$ cat config.mk
export PLATFORM = sky130hd
export DESIGN_NAME = arm_position_pid_with_stops
export DESIGN_NICKNAME = d
export VERILOG_FILES = /design/src/arm_pid_pkg.sv /design/src/arm_pid_calc.sv /design/src/arm_position_pid_with_stops.sv
export SDC_FILE = /design/constraint.sdc
export NUM_CORES = 2
export LEC_CHECK = 0
export BUFFER_PORTS_ARGS = -buffer_cell sky130_fd_sc_hd__buf_4
export CAP_MARGIN = 15
export CORE_MARGIN = 2
export CORE_UTILIZATION = 45
export DETAILED_ROUTE_END_ITERATION = 8
export SETUP_SLACK_MARGIN = 0.15
export SLEW_MARGIN = 0
export SYNTH_ARGS = -nofsm -noshare
export SYNTH_HDL_FRONTEND = slang
export SYNTH_HIERARCHICAL = 1
export SYNTH_SLANG_ARGS = --single-unit
$ cat constraint.sdc
create_clock -name i_clk -period 20.4 [get_ports i_clk]
set_clock_uncertainty 0.05 [all_clocks]
set_input_delay 2.04 -clock i_clk [delete_from_list [all_inputs] [get_ports i_clk]]
set_output_delay 2.04 -clock i_clk [all_outputs]
set_load 0.02 [all_outputs]
$ cat src/arm_pid_pkg.sv
// Shared types, codes and constants for the arm position PID block.
// Used by arm_pid_calc and arm_position_pid_with_stops; no dependencies.
package arm_pid_pkg;

    // Number of named target positions held in the packed table.
    localparam int NUM_TARGETS = 5;
    localparam int DEG_W       = 9;
    localparam int TABLE_W     = DEG_W * NUM_TARGETS;
    localparam int GAIN_W      = 16;
    localparam int CFG_DATA_W  = (TABLE_W > GAIN_W) ? TABLE_W : GAIN_W;
    localparam int CFG_IDX_W   = 3;

    localparam int ANGLE_W = 16;
    localparam int ERR_W   = ANGLE_W + 1;
    localparam int DIFF_W  = ERR_W + 1;
    localparam int ESUM_W  = 32;
    localparam int VEL_W   = 16;

    localparam int CDEG_PER_DEG    = 100;
    localparam int STOP_BAND_CDEG  = 200;
    localparam int HANG_LIMIT_CDEG = 30000;

    // Configuration register indexes.
    localparam logic [CFG_IDX_W-1:0] CFG_GAIN_P    = 3'd0;
    localparam logic [CFG_IDX_W-1:0] CFG_GAIN_I    = 3'd1;
    localparam logic [CFG_IDX_W-1:0] CFG_GAIN_D    = 3'd2;
    localparam logic [CFG_IDX_W-1:0] CFG_ERR_LIMIT = 3'd3;
    localparam logic [CFG_IDX_W-1:0] CFG_POS_TABLE = 3'd4;

    // Request codes.
    localparam logic [1:0] REQ_SAMPLE     = 2'd0;
    localparam logic [1:0] REQ_SET_TARGET = 2'd1;
    localparam logic [1:0] REQ_SET_ENABLE = 2'd2;

    // Target codes with a stop rule.
    localparam logic [2:0] TGT_REST    = 3'd0;
    localparam logic [2:0] TGT_LOADING = 3'd1;
    localparam logic [2:0] TGT_HANGING = 3'd4;

    // Brake actions.
    localparam logic [1:0] BRAKE_NONE  = 2'd0;
    localparam logic [1:0] BRAKE_HOLD  = 2'd1;
    localparam logic [1:0] BRAKE_COAST = 2'd2;

    typedef struct packed {
        logic [1:0]         req_type;
        logic [ANGLE_W-1:0] angle_cdeg;
        logic [2:0]         cmd_value;
    } t_in_beat;

    typedef struct packed {
        logic signed [VEL_W-1:0] velocity;
        logic [1:0]              brake_action;
        logic                    loop_enabled;
        logic [2:0]              current_target;
    } t_out_beat;

    typedef struct packed {
        logic signed [GAIN_W-1:0] gain_p;
        logic signed [GAIN_W-1:0] gain_i;
        logic signed [GAIN_W-1:0] gain_d;
        logic [ANGLE_W-1:0]       err_limit;
    } t_gains;

    typedef struct packed {
        logic signed [ESUM_W-1:0] error_sum;
        logic signed [ERR_W-1:0]  prev_error;
    } t_pid_state;

    typedef struct packed {
        logic signed [VEL_W-1:0] velocity;
        logic                    near_target;
        t_pid_state              next_state;
    } t_pid_result;

endpackage

$ cat src/arm_pid_calc.sv
// Control law for one sample: error, P/I/D products, scaled and saturated command,
// and the next integrator state. Depends on arm_pid_pkg.
module arm_pid_calc (
    input  arm_pid_pkg::t_gains               i_gains,
    input  arm_pid_pkg::t_pid_state           i_state,
    input  logic [arm_pid_pkg::DEG_W-1:0]     i_target_deg,
    input  logic [arm_pid_pkg::ANGLE_W-1:0]   i_angle_cdeg,
    output arm_pid_pkg::t_pid_result          o_result
);
    import arm_pid_pkg::*;

    localparam int P_W   = GAIN_W + ERR_W;
    localparam int D_W   = GAIN_W + DIFF_W;
    localparam int I_W   = GAIN_W + ESUM_W;
    localparam int SUM_W = I_W + 1;
    localparam int Q_W   = SUM_W - 8;

    localparam logic signed [Q_W-1:0] VEL_MAX = Q_W'((1 << (VEL_W - 1)) - 1);
    localparam logic signed [Q_W-1:0] VEL_MIN = -Q_W'(1 << (VEL_W - 1));
    localparam logic signed [ESUM_W:0] ESUM_MAX = {2'b00, {(ESUM_W-1){1'b1}}};
    localparam logic signed [ESUM_W:0] ESUM_MIN = {2'b11, {(ESUM_W-1){1'b0}}};

    logic [ANGLE_W-1:0]       tgt_cdeg;
    logic signed [ERR_W-1:0]  err;
    logic [ERR_W-1:0]         mag;
    logic                     windup;
    logic signed [DIFF_W-1:0] diff;
    logic signed [P_W-1:0]    p_prod;
    logic signed [D_W-1:0]    d_prod;
    logic signed [I_W-1:0]    i_prod;
    logic signed [SUM_W-1:0]  sum;
    logic signed [Q_W-1:0]    q;
    logic signed [ESUM_W:0]   esum_add;

    // target in centidegrees always fits the angle width (511 * 100 < 2^16)
    assign tgt_cdeg = ANGLE_W'({{(ANGLE_W-DEG_W){1'b0}}, i_target_deg} * ANGLE_W'(CDEG_PER_DEG));
    assign err      = $signed({1'b0, tgt_cdeg}) - $signed({1'b0, i_angle_cdeg});
    assign mag      = err[ERR_W-1] ? ERR_W'(-err) : ERR_W'(err);
    assign windup   = mag > {1'b0, i_gains.err_limit};
    assign diff     = $signed({err[ERR_W-1], err})
                    - $signed({i_state.prev_error[ERR_W-1], i_state.prev_error});

    assign p_prod = i_gains.gain_p * err;
    assign d_prod = i_gains.gain_d * diff;
    assign i_prod = i_gains.gain_i * i_state.error_sum;

    assign sum = SUM_W'(p_prod) + SUM_W'(d_prod) + (windup ? SUM_W'(i_prod) : '0);
    // floor division by 256
    assign q   = sum[SUM_W-1:8];

    assign esum_add = (ESUM_W+1)'(i_state.error_sum) + (ESUM_W+1)'(err);

    always_comb begin
        if (q > VEL_MAX) begin
            o_result.velocity = VEL_MAX[VEL_W-1:0];
        end else if (q < VEL_MIN) begin
            o_result.velocity = VEL_MIN[VEL_W-1:0];
        end else begin
            o_result.velocity = q[VEL_W-1:0];
        end

        if (!windup) begin
            o_result.next_state.error_sum = i_state.error_sum;
        end else if (esum_add > ESUM_MAX) begin
            o_result.next_state.error_sum = ESUM_MAX[ESUM_W-1:0];
        end else if (esum_add < ESUM_MIN) begin
            o_result.next_state.error_sum = ESUM_MIN[ESUM_W-1:0];
        end else begin
            o_result.next_state.error_sum = esum_add[ESUM_W-1:0];
        end

        o_result.next_state.prev_error = err;
        o_result.near_target = mag < ERR_W'(STOP_BAND_CDEG);
    end

endmodule

$ cat src/arm_position_pid_with_stops.sv
// Top level of the arm position PID loop with target stop rules.
// Depends on arm_pid_pkg and arm_pid_calc.

// Position loop for a motor-driven arm. Requests arrive as input beats: a set-target
// beat picks one of the named positions from the packed position table and turns the
// loop on, a set-enable beat turns it on (nonzero) or off, and a sample beat carries
// the measured angle in centidegrees. Every sample taken while the loop is on gives
// one result beat with the saturated velocity command, a brake action and the loop
// state after the stop rules; all other beats give no result. Beats pass through an
// input register and a result register, and one beat per cycle is sustained while
// results are taken without stalling: the whole control law, three multipliers and
// their sum, sits between those two registers, and the integrator and previous error
// update at the same edge as the result register so the next sample sees them at
// once. A waiting result stalls the input register only when the result register is
// full and not being taken. Configuration writes take effect on the next edge and
// should be made while no beat is in flight.
module arm_position_pid_with_stops (
    input  logic                                  i_clk,
    input  logic                                  i_rst_n,
    // request channel
    input  logic                                  i_in_valid,
    output logic                                  o_in_ready,
    input  arm_pid_pkg::t_in_beat                 i_in_beat,
    // result channel
    output logic                                  o_out_valid,
    input  logic                                  i_out_ready,
    output arm_pid_pkg::t_out_beat                o_out_beat,
    // configuration writes
    input  logic                                  i_cfg_we,
    input  logic [arm_pid_pkg::CFG_IDX_W-1:0]     i_cfg_idx,
    input  logic [arm_pid_pkg::CFG_DATA_W-1:0]    i_cfg_data
);
    import arm_pid_pkg::*;

    // configuration
    t_gains               r_gains;
    logic [TABLE_W-1:0]   r_table;

    // loop state
    logic [2:0]           r_target_code, n_target_code;
    logic [DEG_W-1:0]     r_target_deg,  n_target_deg;
    logic                 r_loop_on,     n_loop_on;
    t_pid_state           r_state,       n_state;

    // pipeline
    logic                 r_in_valid;
    t_in_beat             r_in;
    logic                 r_out_valid,   n_out_valid;
    t_out_beat            r_out_beat,    n_out_beat;

    logic                 advance;
    logic                 fire;
    logic                 produce;
    logic [DEG_W-1:0]     table_deg;
    t_pid_result          law;

    // result register free, or being emptied this cycle
    assign advance    = !r_out_valid || i_out_ready;
    assign fire       = r_in_valid && advance;
    assign o_in_ready = !r_in_valid || advance;

    assign o_out_valid = r_out_valid;
    assign o_out_beat  = r_out_beat;

    always_comb begin
        table_deg = '0;
        for (int k = 0; k < NUM_TARGETS; k++) begin
            if (r_in.cmd_value == 3'(k)) begin
                table_deg = r_table[k*DEG_W +: DEG_W];
            end
        end
    end

    arm_pid_calc u_calc (
        .i_gains      (r_gains),
        .i_state      (r_state),
        .i_target_deg (r_target_deg),
        .i_angle_cdeg (r_in.angle_cdeg),
        .o_result     (law)
    );

    always_comb begin
        n_target_code = r_target_code;
        n_target_deg  = r_target_deg;
        n_loop_on     = r_loop_on;
        n_state       = r_state;
        produce       = 1'b0;

        n_out_beat.velocity       = law.velocity;
        n_out_beat.brake_action   = BRAKE_NONE;
        n_out_beat.loop_enabled   = r_loop_on;
        n_out_beat.current_target = r_target_code;

        if (fire) begin
            case (r_in.req_type)
                REQ_SET_TARGET: begin
                    // codes past the table are dropped without touching state
                    if (r_in.cmd_value < 3'(NUM_TARGETS)) begin
                        n_target_code = r_in.cmd_value;
                        n_target_deg  = table_deg;
                        n_loop_on     = 1'b1;
                    end
                end
                REQ_SET_ENABLE: begin
                    n_loop_on = (r_in.cmd_value != '0);
                end
                REQ_SAMPLE: begin
                    if (r_loop_on) begin
                        produce = 1'b1;
                        n_state = law.next_state;
                        // stop rules run after the command; velocity still goes out
                        if (r_target_code == TGT_LOADING && law.near_target) begin
                            n_loop_on               = 1'b0;
                            n_out_beat.brake_action = BRAKE_HOLD;
                        end
                        if (r_target_code == TGT_REST && law.near_target) begin
                            n_loop_on               = 1'b0;
                            n_out_beat.brake_action = BRAKE_COAST;
                        end
                        if (r_target_code == TGT_HANGING
                                && r_in.angle_cdeg > ANGLE_W'(HANG_LIMIT_CDEG)) begin
                            n_loop_on               = 1'b0;
                            n_out_beat.brake_action = BRAKE_COAST;
                        end
                        n_out_beat.loop_enabled = n_loop_on;
                    end
                end
                default: begin
                    // unused request code: no effect
                end
            endcase
        end

        if (produce) begin
            n_out_valid = 1'b1;
        end else if (i_out_ready) begin
            n_out_valid = 1'b0;
        end else begin
            n_out_valid = r_out_valid;
        end
    end

    // configuration registers
    always_ff @(posedge i_clk) begin
        if (!i_rst_n) begin
            r_gains <= '0;
            r_table <= '0;
        end else if (i_cfg_we) begin
            unique case (i_cfg_idx)
                CFG_GAIN_P:    r_gains.gain_p    <= i_cfg_data[GAIN_W-1:0];
                CFG_GAIN_I:    r_gains.gain_i    <= i_cfg_data[GAIN_W-1:0];
                CFG_GAIN_D:    r_gains.gain_d    <= i_cfg_data[GAIN_W-1:0];
                CFG_ERR_LIMIT: r_gains.err_limit <= i_cfg_data[ANGLE_W-1:0];
                CFG_POS_TABLE: r_table           <= i_cfg_data[TABLE_W-1:0];
                default: begin
                    // index past the register list: ignored
                end
            endcase
        end
    end

    // control state and valid flags
    always_ff @(posedge i_clk) begin
        if (!i_rst_n) begin
            r_in_valid    <= 1'b0;
            r_out_valid   <= 1'b0;
            r_target_code <= TGT_REST;
            r_target_deg  <= '0;
            r_loop_on     <= 1'b0;
            r_state       <= '0;
        end else begin
            if (o_in_ready) begin
                r_in_valid <= i_in_valid;
            end
            r_out_valid   <= n_out_valid;
            r_target_code <= n_target_code;
            r_target_deg  <= n_target_deg;
            r_loop_on     <= n_loop_on;
            r_state       <= n_state;
        end
    end

    // payload registers
    always_ff @(posedge i_clk) begin
        if (o_in_ready && i_in_valid) begin
            r_in <= i_in_beat;
        end
        if (produce) begin
            r_out_beat <= n_out_beat;
        end
    end

endmodule
; ---- After elaboration in Yosys (flattened, before gate mapping)
; Index checks and enable logic that the tools add are counted.
[classes]
add_sub_neg = 6
n_mul = 4
magnitude_cmp = 8
n_eq_ne = 13
mux = 27
bitwise_logic = 3
n_reduce_logical = 26
[ops]
columns = op, n
row1 = $mux 32, 2
row2 = $add 49x49->49, 1
row3 = $mux 49, 1
row4 = $mul 16x32->48, 1
row5 = $mux 9, 5
row6 = $gt 41x16->1 const B, 1
row7 = $lt 41x16->1 const B, 1
row8 = $add 33x34->35, 1
row9 = $mul 16x18->34, 1
row10 = $add 32x17->33, 1
row11 = $gt 33x32->1 const B, 1
row12 = $lt 33x32->1 const B, 1
row13 = $mul 16x17->33, 1
row14 = $sub 17x17->18, 1
row15 = $gt 17x16->1, 1
row16 = $lt 17x8->1 const B, 1
row17 = $mux 17, 1
row18 = $neg 17->17, 1
row19 = $sub 16x16->17, 1
row20 = $gt 16x15->1 const B, 1
row21 = $mux 16, 1
row22 = $mul 9x5->14 const B, 1
row23 = $mux 1, 14
row24 = $eq 3x2->1 const B, 4
row25 = 20 further kinds, 42
[totals]
regBits = 216
input_bits = 74
output_inout_bits = 24

; ---- Longest topological paths before layout
[logic_depth]
word_depth = 12
mapped_depth = 69
depth_no_buf = 64

; ---- Hierarchy
; Netlist, hierarchy kept.
[by_module_without_submodules]
columns = mod, n_inst, cells_per_inst, area_per_inst_um2, seq_area_each_um2
row1 = arm_pid_calc, 1, 5484, 47102.7, 0.0
row2 = arm_position_pid_with_stops, 1, 833, 7987.7, 4754.6

; ---- Least setup slack after synthesis
; Ideal clock, no wire load.
[synth_timing]
kind = flip-flop to flip-flop
startpoint = register r_target_deg[2]
endpoint = register r_out_beat, in the netlist o_out_beat[20] (data pin)
setup_time_ns = 0.254
arrival_ns = 15.682
slack_ns = 4.414
path_stages_with_launch = 60
period_less_slack_ns = 15.986
cell_sequence = dfxtp_1 > ha_1 > ha_1 > fa_1 > ha_1 > a21oi_1 > o21ai_0 > a21oi_1 > xnor2_1 > ha_1 > a21o_1 > a211o_1 > a21o_1 > o211a_1 > o21a_1 > nor2_1 > clkbuf_1 > clkbuf_1 > [24 not listed] > o31ai_1 > o31ai_1 > a21oi_1 > a31o_2 > mux2i_1 > nand4_1 > ha_1 > and2_1 > nand3_1 > nor2_1 > o31ai_1 > a31oi_1 > o31ai_1 > nor2b_1 > xor2_1 > a41oi_2 > buf_2 > a21o_1
[synth_lines]
columns = element, line
row1 = from (decl), arm_position_pid_with_stops.sv:41  ; logic [DEG_W-1:0] r_target_deg, n_target_deg;
row2 = from (signal assigned), arm_position_pid_with_stops.sv:177  ; r_target_deg <= n_target_deg;
row3 = to (signal assigned), arm_position_pid_with_stops.sv:189  ; r_out_beat <= n_out_beat;
row4 = to (decl), arm_position_pid_with_stops.sv:49  ; t_out_beat r_out_beat, n_out_beat;

==> flow_summary.ini <==
[status]
status = completed

[clock_network]
numCtsBuffers = 27
clk_lat_worst_skew_ns = 0.61
clock-root-buffer = sky130_fd_sc_hd__clkbuf_16
htree_levels = 1
cts_sinks = 216
max-clock-path-buffers = 3
clkSlewWorstSetupHoldPaths_ns = 0.06
cts_tree = done
cts_hold_repair.buffers = 0
cts.repair_timing.setup_buffer_count = 0
cts-resized-gates = 0

[logic_synthesis]
synth-main-ff-cell = sky130_fd_sc_hd__dfxtp_1
ys_ff_latch = 216
postSynthCellCount = 6317
synth_top_cells_by_area = sky130_fd_sc_hd__fa_1, sky130_fd_sc_hd__ha_1, sky130_fd_sc_hd__inv_1
synth_top_area_cell = sky130_fd_sc_hd__fa_1
yosysTopAreaCellShare = 0.4012
yosysSeqAreaShare = 0.08630
syn_nets = 7942
async_set_or_reset_register_ratio_after_synthesis = 0
synth-edff-count = 43
synthesis.area_per_instance_sq_um = 8.721
synth_area_sq_um = 55090
yosys_warnings = 6
netlist-cell-type-count = 96

[floorplan]
core_area_sq_um = 121600
row_count = 128
pin_count = 98
start_util = 0.4532
dieHeight_um = 353.9
die_w_um = 353.9
die-area_sq_um = 125200

[cells_and_area]
layout_commonest_cell = sky130_fd_sc_hd__inv_1
layout-drive-gt1-share = 0.04647
most-common-layout-cells = sky130_fd_sc_hd__inv_1, sky130_fd_sc_hd__fa_1, sky130_fd_sc_hd__nand2_1
layout-area-overhead-vs-synth_pct = 6.048
num-nets-final = 7891

[grt]
initial_antenna_violation_count = 3
grt_use_total = 0.2579
grt_remaining_overflow = 0
grt_pass1_wl_mm = 252.5
grt_max_degree = 84
first_global_vias = 43530

[critical_path]
worstPathRequired_ns = 20.80
rr_startpoint = r_target_deg[2]
timing.critical_path.to = o_out_beat[19]
r2r_end = o_out_beat[19]
path_class = reg -> reg
critical_path.startpoint = r_target_deg[2]
largest_stage_delay_worst_path_ns = 0.81
cp_slowest_cell = sky130_fd_sc_hd__o41ai_4
startpoint_class_of_the_critical_path = flop
register_to_register_path_depth = 57
register_to_register_setup_slack_ns = 3.67
critical_path.max_fanout = 25
arrival_ns = 17.13
endpoint_kind = flop

[sta]
totalNegativeSetupSlack_ns = 0
slew_violations = 0
post-route-period-util = 0.8201
crit_path_time_final_ns = 16.73
grt_setup_unrepaired = no
fmax_mhz = 59.78
hold_ws_ns = 0.4043
timing_hold_violations_final = 0
final-setup-viol-count = 0
slew_headroom = 0.1813
worst_slew_pin_slew_ns = 1.226

[detailed_routing]
ant_nets = 0
initialDrtViolationCount = 3006
post-route-drc-count = 0
totalWireLength_mm = 159.7
wl_per_cell_um = 20.19
detail_route.vias_per_cell = 5.331
route.vias.total = 42170
drt_pre_antenna_iters = 5

[pwr]
pwr_density_cell_nw_per_um2 = 52.71
leakage_nw = 27.62
vdd_drop_max_uv = 91.80

[place]
gp_congestion = 0.9662
dp.final_hpwl_mm = 128.4
port_buffers = 97

[worst_hold_path]
timing.hold.worst.class = reg -> reg

[flow_run]
cap_viol_max_count = 0
per-layer routing:
layer / up-vias / GRT usage / wire (um)
met5: - / 0 / 11
met4: 2 / 0.05263 / 3503
met3: 164 / 0.03784 / 11660
met2: 1402 / 0.4061 / 71880
met1: 21380 / 0.3784 / 72630
li1: 19230 / - / -
state kept, by name (all words and copies together), names as in the netlist:
name,cells
o_out_beat,22
o_out_valid,1
r_gains,64
r_in,21
r_in_valid,1
r_loop_on,1
r_state,49
r_table,45
r_target_code,3
r_target_deg,9
stage by stage:
stage / instances / total power, W / area (sq um) / utilization / setup slack (ns)
2_1_floorplan: 6317 / 0.001940 / 55090 / - / 4.414
3_3_place_gp: 7862 / 0.002556 / 57540 / 0.4734 / 3.994
3_5_place_dp: 7862 / 0.002577 / 57540 / 0.4734 / 3.904
4_1_cts: 7909 / 0.003088 / 58420 / 0.4806 / 3.786
5_1_grt: 7909 / 0.003312 / 58420 / 0.4806 / 2.430
6_report: 7910 / 0.003080 / 58420 / 0.4806 / 3.671
report_power, final:
| part | internal, W | switching, W | leakage [nW] |
|---|---|---|---|
| registers | 0.000483 | 0.0000227 | 1.81 |
| clock network | 0.000280 | 0.000215 | 0.425 |
| logic | 0.000765 | 0.00131 | 25.4 |
how the worst min path moves through the flow:
stage / from / end / depth (start not counted)
after detailed placement: r_table[32] / r_table[32] / 2
after global placement: r_gains[36] / r_gains[36] / 2
after global routing: r_table[42] / r_table[42] / 2
final: r_table[13] / r_table[13] / 2
after CTS: r_gains[59] / r_gains[59] / 2
after floorplan: r_table[1] / r_table[1] / 2
worst max-delay path: cells and delay by family (launching register included):
kind | cells | cell delay [ns]
AND/OR/NAND/NOR | 10 | 2.18
buffers and inverters | 7 | 1.26
flip-flops | 1 | 0.41
XOR/XNOR | 3 | 0.43
AO/OA/AOI/OAI | 20 | 5.49
multiplexers | 1 | 0.14
adder cells (fa/ha/maj) | 16 | 6.57
area by class of cell:
class | instances | area (sq um)
sequential | 216 | 4757
timing repair buffer | 189 | 1419
inverter | 1331 | 4999
multi-input combinational | 4501 | 44330
clock buffer | 34 | 732.0
clock inverter | 13 | 147.6
fill | 11900 | 63130
tap | 1625 | 2033
antenna | 1 | 2.502
cell usage after synthesis, types with 24 or more instances:
master                     instances
sky130_fd_sc_hd__a21oi_1         277
sky130_fd_sc_hd__nor2b_1          45
sky130_fd_sc_hd__nand2_1         943
sky130_fd_sc_hd__and2_1          379
sky130_fd_sc_hd__o21a_1           33
sky130_fd_sc_hd__nor2_1          217
sky130_fd_sc_hd__clkbuf_1        222
sky130_fd_sc_hd__fa_1           1104
sky130_fd_sc_hd__nor3_1           69
sky130_fd_sc_hd__nand3_1          40
sky130_fd_sc_hd__o21ai_0         108
sky130_fd_sc_hd__and3_1           39
sky130_fd_sc_hd__inv_1          1329
sky130_fd_sc_hd__maj3_1           30
sky130_fd_sc_hd__xnor2_1         135
sky130_fd_sc_hd__dfxtp_1         173
sky130_fd_sc_hd__nand2b_1         68
sky130_fd_sc_hd__ha_1            447
sky130_fd_sc_hd__edfxtp_1         43
sky130_fd_sc_hd__mux2i_1          62
sky130_fd_sc_hd__xor2_1           64
sky130_fd_sc_hd__o21bai_1         24
sky130_fd_sc_hd__nand4_1          26
sky130_fd_sc_hd__a21o_1           94
cells by family (layout without fill, tap and decap cells):
family	count (synthesis)	after routing	share of synthesized area
XOR/XNOR	199	199	0.03164
buffers and inverters	1600	1567	0.1109
flip-flops	216	216	0.08630
AO/OA/AOI/OAI	734	734	0.08485
AND/OR/NAND/NOR	1918	1918	0.1653
other	0	1	0
adder cells (fa/ha/maj)	1581	1581	0.5082
multiplexers	69	69	0.01290
No activity file was read; power rests on OpenSTA's default activity.
